--- src/design/uetu_pkg.sv ---
// types, codes and helper functions for the unicode escape to utf-8 decoder
// no dependencies; used by uetu_decode, uetu_outbuf and unicode_escape_to_utf8
package uetu_pkg;

	localparam logic [7:0] BACKSLASH = 8'h5C;
	localparam logic [7:0] LETTER_U  = 8'h75;

	typedef enum logic [2:0] {
		PH_TEXT = 3'd0,
		PH_BSL  = 3'd1,
		PH_ESC1 = 3'd2,
		PH_ESC2 = 3'd3,
		PH_ESC3 = 3'd4,
		PH_ESC4 = 3'd5
	} phase_t;

	typedef struct packed {
		logic       hit;
		logic [3:0] nib;
	} hex_t;

	typedef struct packed {
		logic [1:0] n;
		logic [7:0] b0;
		logic [7:0] b1;
		logic [7:0] b2;
		logic       last;
	} res_t;

	function automatic hex_t hex_decode(logic [7:0] b);
		hex_t h;
		h = '0;
		if (b >= 8'h30 && b <= 8'h39) begin
			h.hit = 1'b1;
			h.nib = 4'(b - 8'h30);
		end else if (b >= 8'h61 && b <= 8'h66) begin
			h.hit = 1'b1;
			h.nib = 4'(b - 8'h57);
		end else if (b >= 8'h41 && b <= 8'h46) begin
			h.hit = 1'b1;
			h.nib = 4'(b - 8'h37);
		end
		return h;
	endfunction

	function automatic res_t utf8_encode(logic [15:0] cp);
		res_t r;
		r = '0;
		if (cp <= 16'h007F) begin
			r.n  = 2'd1;
			r.b0 = cp[7:0];
		end else if (cp <= 16'h07FF) begin
			r.n  = 2'd2;
			r.b0 = {3'b110, cp[10:6]};
			r.b1 = {2'b10, cp[5:0]};
		end else begin
			r.n  = 2'd3;
			r.b0 = {4'b1110, cp[15:12]};
			r.b1 = {2'b10, cp[11:6]};
			r.b2 = {2'b10, cp[5:0]};
		end
		return r;
	endfunction

endpackage

--- src/design/uetu_text_if.sv ---
// escaped text channel and decoded utf-8 channel, valid/ready handshake
// no dependencies
interface uetu_text_if;
	logic       valid;
	logic       ready;
	logic [7:0] in_byte;
	logic       in_last;

	modport source (output valid, output in_byte, output in_last, input ready);
	modport sink (input valid, input in_byte, input in_last, output ready);
endinterface

interface uetu_utf8_if;
	logic       valid;
	logic       ready;
	logic [7:0] out_byte;
	logic       out_last;

	modport source (output valid, output out_byte, output out_last, input ready);
	modport sink (input valid, input out_byte, input out_last, output ready);
endinterface

--- src/design/uetu_decode.sv ---
// escape state machine: phase, code accumulator and result bytes for one item
// depends on uetu_pkg
module uetu_decode (
	input  logic               clk,
	input  logic               arst_n,
	input  logic               advance,
	input  logic [7:0]         data,
	input  logic               last,
	output uetu_pkg::res_t     res
);

	uetu_pkg::phase_t phase_q, phase_d;
	logic [15:0]      acc_q, acc_d, acc_ext;
	logic             open_q, open_d;
	uetu_pkg::hex_t   hex;
	logic             is_bsl, is_u;

	assign hex     = uetu_pkg::hex_decode(data);
	assign is_bsl  = (data == uetu_pkg::BACKSLASH);
	assign is_u    = (data == uetu_pkg::LETTER_U);
	assign acc_ext = (open_q && hex.hit) ? {acc_q[11:0], hex.nib} : acc_q;

	// next state
	always_comb begin
		phase_d = uetu_pkg::PH_TEXT;
		acc_d   = acc_q;
		open_d  = open_q;
		unique case (phase_q)
			uetu_pkg::PH_BSL: begin
				if (is_u) begin
					phase_d = uetu_pkg::PH_ESC1;
					acc_d   = '0;
					open_d  = 1'b1;
				end else if (is_bsl && !last) begin
					phase_d = uetu_pkg::PH_BSL;
				end
			end
			uetu_pkg::PH_ESC1, uetu_pkg::PH_ESC2, uetu_pkg::PH_ESC3,
			uetu_pkg::PH_ESC4: begin
				acc_d  = acc_ext;
				open_d = open_q && hex.hit;
				if (phase_q == uetu_pkg::PH_ESC4 || last) begin
					acc_d  = '0;
					open_d = 1'b0;
				end else begin
					phase_d = uetu_pkg::phase_t'(phase_q + 3'd1);
				end
			end
			default: begin
				if (is_bsl && !last) begin
					phase_d = uetu_pkg::PH_BSL;
				end
			end
		endcase
		if (last) begin
			phase_d = uetu_pkg::PH_TEXT;
			acc_d   = '0;
			open_d  = 1'b0;
		end
	end

	// result bytes
	always_comb begin
		res = '0;
		unique case (phase_q)
			uetu_pkg::PH_BSL: begin
				if (is_u) begin
					if (last) begin
						res = uetu_pkg::utf8_encode('0);
					end
				end else begin
					res.n  = 2'd1;
					res.b0 = uetu_pkg::BACKSLASH;
					if (!(is_bsl && !last)) begin
						res.n  = 2'd2;
						res.b1 = data;
					end
				end
			end
			uetu_pkg::PH_ESC1, uetu_pkg::PH_ESC2, uetu_pkg::PH_ESC3,
			uetu_pkg::PH_ESC4: begin
				if (phase_q == uetu_pkg::PH_ESC4 || last) begin
					res = uetu_pkg::utf8_encode(acc_ext);
				end
			end
			default: begin
				if (!(is_bsl && !last)) begin
					res.n  = 2'd1;
					res.b0 = data;
				end
			end
		endcase
		res.last = last;
	end

	always_ff @(posedge clk or negedge arst_n) begin
		if (!arst_n) begin
			phase_q <= uetu_pkg::PH_TEXT;
			acc_q   <= '0;
			open_q  <= 1'b0;
		end else if (advance) begin
			phase_q <= phase_d;
			acc_q   <= acc_d;
			open_q  <= open_d;
		end
	end

endmodule

--- src/design/uetu_outbuf.sv ---
// result register: holds up to three bytes of one item and shifts them out
// depends on uetu_pkg and uetu_utf8_if
module uetu_outbuf (
	input  logic           clk,
	input  logic           arst_n,
	input  logic           load,
	input  uetu_pkg::res_t ld,
	output logic           free,
	uetu_utf8_if.source    utf8
);

	logic [1:0] cnt_q;
	logic [7:0] b_q [3];
	logic       last_q;
	logic       pop;

	assign pop           = utf8.valid && utf8.ready;
	assign free          = (cnt_q == 2'd0) || (cnt_q == 2'd1 && pop);
	assign utf8.valid    = (cnt_q != 2'd0);
	assign utf8.out_byte = b_q[0];
	assign utf8.out_last = last_q && (cnt_q == 2'd1);

	always_ff @(posedge clk or negedge arst_n) begin
		if (!arst_n) begin
			cnt_q <= '0;
		end else if (load) begin
			cnt_q <= ld.n;
		end else if (pop) begin
			cnt_q <= cnt_q - 2'd1;
		end
	end

	always_ff @(posedge clk) begin
		if (load) begin
			b_q[0] <= ld.b0;
			b_q[1] <= ld.b1;
			b_q[2] <= ld.b2;
			last_q <= ld.last;
		end else if (pop) begin
			b_q[0] <= b_q[1];
			b_q[1] <= b_q[2];
		end
	end

endmodule

--- src/design/unicode_escape_to_utf8.sv ---
// path: an accepted item is held in the input stage, then loaded into the result register
// throughput: one item per cycle while each gives at most one byte and the output is
// ready; an item that expands to two or three utf-8 bytes holds the input until its last
// byte is taken (one byte per cycle at the output while it is ready)
// reset: asynchronous, clears the input stage, escape phase, accumulator and result count
module unicode_escape_to_utf8 (
	input  logic       clk,
	input  logic       arst_n,
	uetu_text_if.sink  text,
	uetu_utf8_if.source utf8
);

	logic           valid_s1;
	logic [7:0]     data_s1;
	logic           last_s1;
	logic           free;
	logic           load;
	uetu_pkg::res_t res;

	assign load       = valid_s1 && free;
	assign text.ready = !valid_s1 || free;

	always_ff @(posedge clk or negedge arst_n) begin
		if (!arst_n) begin
			valid_s1 <= 1'b0;
		end else if (text.valid && text.ready) begin
			valid_s1 <= 1'b1;
		end else if (load) begin
			valid_s1 <= 1'b0;
		end
	end

	always_ff @(posedge clk) begin
		if (text.valid && text.ready) begin
			data_s1 <= text.in_byte;
			last_s1 <= text.in_last;
		end
	end

	uetu_decode u_decode (
		.clk     (clk),
		.arst_n  (arst_n),
		.advance (load),
		.data    (data_s1),
		.last    (last_s1),
		.res     (res)
	);

	uetu_outbuf u_outbuf (
		.clk    (clk),
		.arst_n (arst_n),
		.load   (load),
		.ld     (res),
		.free   (free),
		.utf8   (utf8)
	);

endmodule

--- src/flat_wrapper.sv ---
// flat-port wrapper written by rule: the top's interface ports become plain ports
module unicode_escape_to_utf8_flat 
  (clk, arst_n, text_valid, text_in_byte, text_in_last, text_ready, utf8_valid, utf8_out_byte, utf8_out_last, utf8_ready);
  uetu_text_if text_i ();
  uetu_utf8_if utf8_i ();
  input  logic clk;
  input  logic arst_n;
  input wire logic [$bits(text_i.valid)-1:0] text_valid;
  input wire logic [$bits(text_i.in_byte)-1:0] text_in_byte;
  input wire logic [$bits(text_i.in_last)-1:0] text_in_last;
  output wire logic [$bits(text_i.ready)-1:0] text_ready;
  output wire logic [$bits(utf8_i.valid)-1:0] utf8_valid;
  output wire logic [$bits(utf8_i.out_byte)-1:0] utf8_out_byte;
  output wire logic [$bits(utf8_i.out_last)-1:0] utf8_out_last;
  input wire logic [$bits(utf8_i.ready)-1:0] utf8_ready;
  assign text_i.valid = text_valid;
  assign text_i.in_byte = text_in_byte;
  assign text_i.in_last = text_in_last;
  assign text_ready = text_i.ready;
  assign utf8_valid = utf8_i.valid;
  assign utf8_out_byte = utf8_i.out_byte;
  assign utf8_out_last = utf8_i.out_last;
  assign utf8_i.ready = utf8_ready;
  unicode_escape_to_utf8 u_core (.clk(clk), .arst_n(arst_n), .text(text_i), .utf8(utf8_i));
endmodule
--- config.mk ---
export PLATFORM = sky130hd
export DESIGN_NAME = unicode_escape_to_utf8_flat
export DESIGN_NICKNAME = d
export VERILOG_FILES = /design/src/design/uetu_pkg.sv /design/src/design/uetu_text_if.sv /design/src/design/uetu_decode.sv /design/src/design/uetu_outbuf.sv /design/src/design/unicode_escape_to_utf8.sv /design/src/flat_wrapper.sv
export SDC_FILE = /design/constraint.sdc
export NUM_CORES = 1
export LEC_CHECK = 0
export BUFFER_PORTS_ARGS = -buffer_cell sky130_fd_sc_hd__buf_2
export CAP_MARGIN = 20
export CORE_MARGIN = 5
export CORE_UTILIZATION = 50
export CTS_CLUSTER_DIAMETER = 100
export DETAILED_ROUTE_END_ITERATION = 6
export GPL_ROUTABILITY_DRIVEN = 0
export PLACE_DENSITY = 0.64
export SYNTH_ARGS = -nofsm -noshare
export SYNTH_HDL_FRONTEND = slang
export SYNTH_SLANG_ARGS = --single-unit
--- constraint.sdc ---
create_clock -name clk -period 4.6 [get_ports clk]
set_clock_uncertainty 0.05 [all_clocks]
set_input_delay 0.23 -clock clk [delete_from_list [all_inputs] [get_ports clk]]
set_output_delay 0.23 -clock clk [all_outputs]
set_load 0.005 [all_outputs]
==> flow_summary_export.csv, run 1 <==
group,metric,value,unit
logic_synthesis,synth.largest_area_cell,"edfxtp_1",
sta,fin_crit,3.40,ns
cells_and_area,areaGrowthSynthToFinish,5.14,%
routing,dr.pass1.iters,5,
logic_synthesis,syn_avg_cell_area,10.1,um^2
cts,cts_hold_buf,1,
job,max_cap_viol_count,0,
die,core-area,6680,um^2
pwr,clockPowerShare,15.6,%
global_route,grt_pass1_wl,13500,um
setup_path,reg2reg_from,"u_core.data_s1[0]",
sta,slew_viol_final,0,
setup_path,startpoint_type,"register",
sta,fin_crit_sh,73.9,%
placement,dpl.hpwl,6020,um
sta,max_freq,294,MHz
placement,postPlaceCellArea,3460,um^2
pwr,p_int,1050,uW
logic_synthesis,synth-seq-cells,56,
cells_and_area,multiInputGateArea,1620,um^2
pwr,p_seq_share,48.1,%
placement,port_buffers,23,
logic_synthesis,synth_edf_count,33,
setup_path,reg2reg_to,"u_core.u_outbuf.b_q[0][4]",
die,initial_utilization,50.7,%
sta,tightest_slew,1.11,ns
global_route,grt-ovfl-total,0,
setup_path,cp-endpoint,"u_core.u_outbuf.b_q[0][4]",
sta,setup_viol,0,
setup_path,worst_setup_path_end_kind,"register",
global_route,antenna_found_initial,0,
cells_and_area,nFillCells,621,
sta,setup_tns,0,ns
setup_path,required,4.74,ns
cells_and_area,design_area,3560,um^2
routing,detail_route.wl_per_cell,19.7,um
setup_path,worst-r2r-cell-count,9,
setup_path,r2r_setup_slack,1.20,ns
sta,hold_viol,0,
setup_path,crit_fanout,24,
routing,antenna_left,0,
logic_synthesis,ys_seq_area_share,46.3,%
logic_synthesis,syn-instance-count,334,
cells_and_area,fin_nets,361,
die,die_h,92.3,um
setup_path,crit_start,"u_core.data_s1[0]",
setup_path,cp.arrival,3.54,ns
global_route,grt_pass1_vias,2458,
run_status,outcome,"finished, final reports clean",
routing,viasPerCell,6.48,
cts,cts.path.max_buffers,2,
cts,cts_resized,0,
global_route,grt_start_max_net_pins,25,
die,fp-row-count,30,
routing,vias,2727,
pwr,irDropWorstVdd,0.172,mV
cts,postCtsSetupBuffers,0,
pwr,cellLeakagePower,0.00145,uW
logic_synthesis,yosys.cell_types.count,72,
logic_synthesis,ys_top_cells_by_area,"edfxtp_1, dfrtp_1, a22o_1",
routing,drc,0,
pwr,power_density,472,nW/um^2
cells_and_area,drive_above_1_share,15.2,%
logic_synthesis,synth_top_area_share,29.3,%
logic_synthesis,yosys-top-cells-count,"edfxtp_1, nand2_1, a21oi_1, dfrtp_1, nor2_1",
sta,relSlewSlack,25.2,%
cts,cts_root_buf,"clkbuf_8",
pwr,power_frac_comb,36.3,%
global_route,track_usage,20.1,%
routing,drt_iter0_markers,401,
pwr,swShare,37.6,%
cts,cts_tree,"built",
cts,h-tree-depth,2,
die,die_w,92.3,um
logic_synthesis,syn-num-nets,355,
cells_and_area,regArea,1570,um^2
hold_path,hp-class,"input pin to register",
setup_path,crit_type,"register to register",
die,die_area,8510,um^2
logic_synthesis,async_flop_share,41.1,%
cts,clk_pin_slew,0.10,ns
cts,cts_buffers,5,
logic_synthesis,syn_area,3380,um^2
die,ios,24,
cts,clkSinkCount,56,
cts,insertion_delay,0.31,ns
pwr,p_sw,631,uW
routing,totalWireLength,8300,um
logic_synthesis,yosysMostFrequentCell,"edfxtp_1",
cells_and_area,num_antenna_cells,0,
sta,grt_setup_unrepaired,"false",
logic_synthesis,ys_warn_count,0,
logic_synthesis,synthFlopType,"edfxtp_1",
==> per-layer routing <==
metal  track usage, %  share of wire, %  up-vias
met4             5.94               2.5        0
met5                0                 0        -
li1                 -                 -     1275
met3             3.20               8.2       19
met1             30.8                46     1279
met2             29.1                43      154
==> sequential cells by signal (all words and copies together), names as in the netlist <==
signal,cells
u_core.data_s1,8
u_core.last_s1,1
u_core.u_decode.acc_q,16
u_core.u_decode.open_q,1
u_core.u_decode.phase_q,3
u_core.u_outbuf.b_q,23
u_core.u_outbuf.cnt_q,2
u_core.u_outbuf.last_q,1
u_core.valid_s1,1
==> critical path, cell delays in order (launching register included) <==
cell and delay, ns:
edfxtp_1 0.47, inv_1 0.15, ha_1 0.26, or4b_4 0.22, nand3_2 0.10, o21a_4 0.25, a21oi_4 0.60, a21oi_2 0.26
a2111oi_0 0.67, o22a_1 0.24
==> power by group through the flow <==
| stage | combinational (uW) | clock [uW] | sequential, uW |
|---|---|---|---|
| floorplan | 504 | 0 | 775 |
| global placement | 598 | 0 | 812 |
| detailed placement | 602 | 0 | 818 |
| CTS | 607 | 269 | 808 |
| global route | 678 | 289 | 824 |
| finish | 609 | 263 | 808 |
==> placed cells by master (no fill, tap or decap), drive strengths merged, types with 4 or more instances in the layout <==
master  synthesis  routed
inv            12      13
nand2          32      32
a22o           17      17
and3            9       9
mux2            5       5
edfxtp         33      33
dfrtp          23      23
a311oi          4       4
nand2b          5       5
a21oi          27      27
and2            4       4
ha              8       8
nor2           22      22
mux2i           8       8
a31oi           5       5
o21ai          16      16
clkbuf         14       6
buf            13      25
nand3          10      10
nor4            5       5
==> cells by family after synthesis <==
| logic type | synth area share [%] |
|---|---|
| adder cells (fa/ha/maj) | 2.96 |
| XOR/XNOR | 0.518 |
| multiplexers | 4.14 |
| flip-flops | 46.3 |
| AND/OR/NAND/NOR | 16.3 |
| AO/OA/AOI/OAI | 24.0 |
| buffers and inverters | 5.77 |
==> stage by stage <==
stage,worst slack [ns],cells,utilization [%],hold WS [ns],power (uW)
after floorplan,1.96,334,-,-0.116,1280
after global placement,1.39,411,51.7,0.203,1410
after detailed placement,1.31,412,51.9,0.206,1420
after CTS,1.28,421,53.3,0.0396,1680
after global routing,1.00,421,53.3,0.0296,1790
final,1.20,421,53.3,0.0414,1680
==> layout make-up <==
| class | instances | area share (%) |
|---|---|---|
| clock buffer | 6 | 2.04 |
| clock inverter | 2 | 0.316 |
| inverter | 12 | 1.27 |
| multi-input combinational | 239 | 45.6 |
| sequential | 56 | 44.0 |
| tap | 80 | 2.81 |
| timing repair buffer | 26 | 3.94 |
==> worst min-delay path by stage <==
stage | cells past startpoint | end | from | slack, ns
floorplan | 0 | u_core.u_decode.acc_q[0] | arst_n | -0.12
global placement | 1 | u_core.u_decode.phase_q[2] | arst_n | 0.20
detailed placement | 1 | u_core.u_decode.phase_q[1] | arst_n | 0.21
CTS | 1 | u_core.data_s1[1] | text_in_byte[1] | 0.04
global route | 1 | u_core.data_s1[1] | text_in_byte[1] | 0.03
finish | 1 | u_core.last_s1 | text_in_last | 0.04
Note: power is estimated with default switching activity, not from simulation.
==> inputs of run 2 (changes only) <==
==> constraint.sdc (replaced) <==
create_clock -name clk -period 3.2 [get_ports clk]
set_clock_uncertainty 0.05 [all_clocks]
set_input_delay 0.16 -clock clk [delete_from_list [all_inputs] [get_ports clk]]
set_output_delay 0.16 -clock clk [all_outputs]
set_load 0.005 [all_outputs]
==> flow_summary_export.csv, run 2 (synthesized netlist as in run 1, its figures left out) <==
group,metric,value,unit
run_status,outcome,"finished, final reports clean",
sta,fin_crit_sh,94.7,%
setup_path,reg2reg_from,"u_core.data_s1[0]",
pwr,power_density,662,nW/um^2
sta,fin_crit,3.03,ns
cells_and_area,final_cells,444,
cts,clkSinkCount,56,
die,fp-row-count,30,
cts,insertion_delay,0.32,ns
setup_path,cp-endpoint,"u_core.u_outbuf.b_q[0][3]",
cts,cts_buffers,5,
die,die_area,8510,um^2
global_route,grt-ovfl-total,0,
cells_and_area,final_common_cell,"edfxtp_1",
pwr,swShare,37.2,%
setup_path,crit_start,"u_core.data_s1[0]",
cells_and_area,multiInputGateArea,1630,um^2
die,core-area,6680,um^2
routing,vias,2807,
sta,tightest_slew,0.773,ns
pwr,p_int,1560,uW
setup_path,r2r_setup_slack,0.17,ns
setup_path,crit_type,"register to register",
routing,detail_route.wl_per_cell,19.3,um
pwr,power,2490,uW
cts,cts.path.max_buffers,2,
cells_and_area,drive_above_1_share,17.9,%
pwr,p_seq_share,46.4,%
sta,setup_viol,0,
setup_path,cp.arrival,3.18,ns
routing,antenna_left,0,
setup_path,startpoint_type,"register",
global_route,grt_start_max_net_pins,24,
cts,h-tree-depth,2,
pwr,p_sw,924,uW
cells_and_area,fin_nets,384,
job,max_cap_viol_count,0,
global_route,track_usage,20.9,%
global_route,grt_pass1_wl,13900,um
cts,postCtsSetupBuffers,0,
cells_and_area,reg_top3,"u_core.u_outbuf.b_q x23, u_core.u_decode.acc_q x16, u_core.data_s1 x8",
cells_and_area,regMostFlops,"u_core.u_outbuf.b_q",
setup_path,reg2reg_to,"u_core.u_outbuf.b_q[0][3]",
cells_and_area,areaGrowthSynthToFinish,11.0,%
sta,slew_viol_final,0,
global_route,grt_pass1_vias,2638,
setup_path,required,3.35,ns
cells_and_area,largest_reg_flops,23,
cts,cts_tree,"built",
sta,relSlewSlack,48.4,%
cells_and_area,final_cell_mix,"edfxtp_1, nand2_1, a21oi_1, buf_2, dfrtp_1",
cts,cts_root_buf,"clkbuf_8",
routing,drt_iter0_markers,413,
sta,hold_viol,0,
pwr,power_frac_comb,38.1,%
die,initial_utilization,50.7,%
die,die_w,92.3,um
sta,grt_setup_unrepaired,"false",
setup_path,worst-r2r-cell-count,9,
global_route,antenna_found_initial,0,
placement,dpl.hpwl,6120,um
pwr,clockPowerShare,15.5,%
placement,place_inst,423,
setup_path,worst_setup_path_end_kind,"register",
cells_and_area,regArea,1570,um^2
die,die_h,92.3,um
pwr,irDropWorstVdd,0.293,mV
die,ios,24,
routing,drc,0,
pwr,cellLeakagePower,0.00155,uW
cts,clk_pin_slew,0.11,ns
routing,dr.pass1.iters,5,
cells_and_area,nFillCells,587,
routing,totalWireLength,8590,um
placement,port_buffers,23,
hold_path,hp-class,"input pin to register",
cells_and_area,num_antenna_cells,0,
setup_path,crit_fanout,12,
sta,max_freq,330,MHz
routing,viasPerCell,6.32,
-- run 2: cell count changes in the layout (fill, tap and decap cells not counted), sizes merged --
cell and change:
buf +11, a21oi +1, dlygate4sd3 +10, clkbuf +1
-- run 2: worst max-delay path: stages (launching register included) --
cell and delay, ns:
edfxtp_1 0.46, inv_1 0.14, ha_1 0.25, or4b_4 0.22
nand3_2 0.10, o21a_4 0.26, a21oi_4 0.42, a21oi_2 0.22
a2111oi_0 0.60, o22a_1 0.21
-- run 2: power groups by stage --
stage	clock network, uW	logic, uW	registers (uW)
2_1_floorplan	0	725	1110
3_3_place_gp	0	921	1160
3_5_place_dp	0	922	1160
4_1_cts	392	946	1150
5_1_grt	420	1060	1180
6_report	385	948	1150
-- run 2: how the worst min path moves through the flow --
stage,start,endpoint,slack [ns],depth (start not counted)
3_5_place_dp,arst_n,u_core.u_decode.phase_q[2],0.14,1
6_report,utf8_ready,u_core.valid_s1,0.11,4
4_1_cts,utf8_ready,u_core.valid_s1,0.11,4
2_1_floorplan,arst_n,u_core.u_decode.acc_q[0],-0.19,0
5_1_grt,utf8_ready,u_core.valid_s1,0.15,4
3_3_place_gp,arst_n,u_core.u_decode.phase_q[2],0.13,1
-- run 2: per-layer routing --
metal	wire, um	track usage [%]	vias to the layer above
met4	160	7.30	0
met2	3910	32.3	131
met3	708	3.61	9
li1	-	-	1331
met1	3810	29.7	1336
met5	0	0	-
-- run 2: repair_timing --
action,CTS,global route
setup endpoints to repair,2,1
endpoints found under the hold margin,33,0
resized for setup,0,1
pin swaps,1,0
cloned,1,0
hold buffers,11,0
-- run 2: final cells by class --
type	instances	area share [%]
Timing Repair Buffer	48	8.73
Clock buffer	6	1.93
Tap cell	80	2.66
Inverter	12	1.20
Multi-Input combinational cell	240	43.5
Clock inverter	2	0.300
Sequential cell	56	41.7
-- run 2: stage by stage --
stage	TNS (ns)	hold WS, ns	instance area, um^2	util, %	worst slack, ns
final	0	0.111	3760	56.2	0.170
after global routing	0	0.147	3760	56.2	0.0120
after CTS	0	0.112	3750	56.1	0.135
after detailed placement	-0.0701	0.137	3550	53.1	-0.0561
after global placement	-0.0195	0.128	3550	53.1	-0.0195
after floorplan	0	-0.186	3380	-	0.557
==> inputs of run 3 (changes only) <==
--- a/config.mk
+++ b/config.mk
@@ -5,6 +5,7 @@
 export SDC_FILE = /design/constraint.sdc
 export NUM_CORES = 1
 export LEC_CHECK = 0
+export ABC_AREA = 1
 export BUFFER_PORTS_ARGS = -buffer_cell sky130_fd_sc_hd__buf_2
 export CAP_MARGIN = 20
 export CORE_MARGIN = 5
==> flow_summary_export.csv, run 3 <==
group,metric,value,unit
die,fp-row-count,30,
routing,antenna_left,0,
routing,dr.pass1.iters,5,
setup_path,reg2reg_to,"u_core.u_outbuf.b_q[0][15]",
cells_and_area,num_antenna_cells,0,
global_route,track_usage,19.1,%
placement,port_buffers,23,
logic_synthesis,syn-num-nets,439,
logic_synthesis,syn_avg_cell_area,8.19,um^2
setup_path,worst_setup_path_end_kind,"register",
hold_path,hp-class,"input pin to register",
setup_path,cp.arrival,2.94,ns
setup_path,reg2reg_from,"u_core.data_s1[0]",
routing,detail_route.wl_per_cell,14.5,um
logic_synthesis,synth_edf_count,33,
sta,tightest_slew,0.707,ns
pwr,irDropWorstVdd,0.413,mV
global_route,grt_pass1_wl,13100,um
routing,drc,0,
die,die_h,92.7,um
global_route,antenna_found_initial,0,
die,initial_utilization,50.9,%
setup_path,required,3.22,ns
cells_and_area,final_cell_mix,"nand2_1, inv_1, nand3_1, nor2_1, edfxtp_1",
cells_and_area,final_common_cell,"nand2_1",
cts,clkSinkCount,56,
logic_synthesis,yosys-top-cells-count,"nand2_1, inv_1, nand3_1",
cts,cts_root_buf,"clkbuf_8",
die,die_area,8600,um^2
cts,postCtsSetupBuffers,0,
placement,dpl.hpwl,5800,um
setup_path,startpoint_type,"register",
cells_and_area,reg_top3,"u_core.u_outbuf.b_q x23, u_core.u_decode.acc_q x16, u_core.data_s1 x8",
logic_synthesis,ys_warn_count,0,
cts,clk_pin_slew,0.10,ns
logic_synthesis,ys_seq_area_share,45.8,%
pwr,power_density,942,nW/um^2
cells_and_area,regMostFlops,"u_core.u_outbuf.b_q",
logic_synthesis,synth_top_area_share,29.0,%
die,ios,24,
hold_path,hp-start,"text_valid",
global_route,grt_start_max_net_pins,39,
sta,hold_viol,0,
sta,slew_viol_final,0,
logic_synthesis,ys_top_cells_by_area,"edfxtp_1, dfrtp_1, nand2_1",
routing,vias,2836,
global_route,grt_pass1_vias,2609,
cells_and_area,areaGrowthSynthToFinish,10.2,%
logic_synthesis,synth.largest_area_cell,"edfxtp_1",
cts,h-tree-depth,2,
setup_path,crit_type,"register to register",
setup_path,crit_fanout,38,
sta,fin_crit,2.92,ns
routing,drt_iter0_markers,189,
logic_synthesis,synthFlopType,"edfxtp_1",
run_status,outcome,"finished, final reports clean",
die,core-area,6720,um^2
sta,whs,0.0267,ns
logic_synthesis,syn-instance-count,418,
routing,viasPerCell,5.37,
setup_path,worst-r2r-cell-count,15,
cts,insertion_delay,0.30,ns
hold_path,whs_path_depth,3,
cts,cts.path.max_buffers,2,
cells_and_area,drive_above_1_share,15.4,%
pwr,cellLeakagePower,0.00178,uW
die,die_w,92.7,um
sta,setup_viol,0,
sta,grt_setup_unrepaired,"false",
logic_synthesis,synth-seq-cells,56,
sta,relSlewSlack,52.8,%
sta,setup_tns,0,ns
routing,totalWireLength,7680,um
logic_synthesis,yosysMostFrequentCell,"nand2_1",
logic_synthesis,yosys.cell_types.count,34,
cells_and_area,fin_nets,468,
logic_synthesis,syn_area,3420,um^2
sta,max_freq,343,MHz
cells_and_area,largest_reg_flops,23,
hold_path,min_to,"u_core.valid_s1",
cts,cts_buffers,5,
global_route,grt-ovfl-total,0,
logic_synthesis,async_flop_share,41.1,%
sta,fin_crit_sh,91.2,%
cts,cts_tree,"built",
setup_path,r2r_setup_slack,0.28,ns
job,max_cap_viol_count,0,
## run 3: changes by cell type after synthesis, sizes merged, moves of 5 or more
cell	before	now
a21oi	27	18
a22o	17	0
and3	9	0
clkbuf	14	4
inv	12	58
mux2	5	0
mux2i	8	0
nand2	32	105
nand2b	5	0
nand3	10	43
nor2	22	42
o21ai	16	31
o22ai	3	18
## run 3: timing repair
| item | in CTS | in global routing |
|---|---|---|
| hold buffers | 10 | 0 |
| gates resized for setup | 0 | 1 |
| setup endpoints to repair | 0 | 2 |
| endpoints found under the hold margin | 32 | 0 |
## run 3: how the worst max path moves through the flow
stage / startpoint / endpoint / slack, ns
after global placement: u_core.data_s1[0] / u_core.u_outbuf.b_q[0][15] / 0.38
after CTS: u_core.data_s1[0] / u_core.u_outbuf.b_q[0][15] / 0.31
final: u_core.data_s1[0] / u_core.u_outbuf.b_q[0][15] / 0.28
after floorplan: u_core.data_s1[0] / u_core.u_outbuf.b_q[0][15] / 0.81
after detailed placement: u_core.data_s1[0] / u_core.u_outbuf.b_q[0][6] / 0.32
after global routing: u_core.data_s1[0] / u_core.u_outbuf.b_q[0][13] / 0.003
## run 3: area by class of cell
| cell class | instances | area [um^2] |
|---|---|---|
| fill | 618 | 2950 |
| sequential | 56 | 1570 |
| multi-input combinational | 281 | 1490 |
| timing repair buffer | 41 | 275 |
| inverter | 62 | 233 |
| tap | 80 | 100 |
| clock buffer | 5 | 68.8 |
| clock inverter | 3 | 37.5 |
## run 3: worst max-delay path, cell delays in order, from the launching register on
cell and delay (ns):
edfxtp_1 0.49, inv_1 0.18, ha_1 0.22, inv_1 0.05, nand3_1 0.10, nand4_4 0.14
nand2_4 0.17, nand2_4 0.24, o21ai_1 0.27, nand2_1 0.15, nor2_4 0.22, nand2_2 0.10
nand2_2 0.10, o21ai_1 0.08, nand2_1 0.07, nand2_1 0.05
## run 3: metal layers
| metal | wire length [um] | track usage, % | share of wire [%] |
|---|---|---|---|
| met1 | 3710 | 29.5 | 48 |
| met2 | 3430 | 28.5 | 45 |
| met3 | 470 | 2.68 | 6.1 |
| met4 | 63 | 3.66 | 0.82 |
| met5 | 0 | 0 | 0 |
## run 3: kinds of logic after synthesis
| group | synth area share [%] |
|---|---|
| AOI/OAI and AO/OA | 11.4 |
| xor gates and xnor gates | 1.02 |
| adders and majority gates | 2.93 |
| buffers and inverters | 10.7 |
| DFF | 45.8 |
| and+or+nand+nor | 28.1 |
## run 3: report_power, final
part | switching (uW) | internal, uW
Clock | 221 | 228
Combinational | 1240 | 605
Sequential | 153 | 1100
## run 3: per-stage QoR
step	setup slack [ns]	instances	instance area, um^2	total power (uW)	util (%)
6_report	0.281	528	3770	3550	56.1
5_1_grt	0.00286	528	3770	3860	56.1
4_1_cts	0.305	528	3770	3550	56.1
3_5_place_dp	0.324	510	3560	3080	53.0
3_3_place_gp	0.384	510	3560	3070	53.0
2_1_floorplan	0.813	418	3420	2710	-
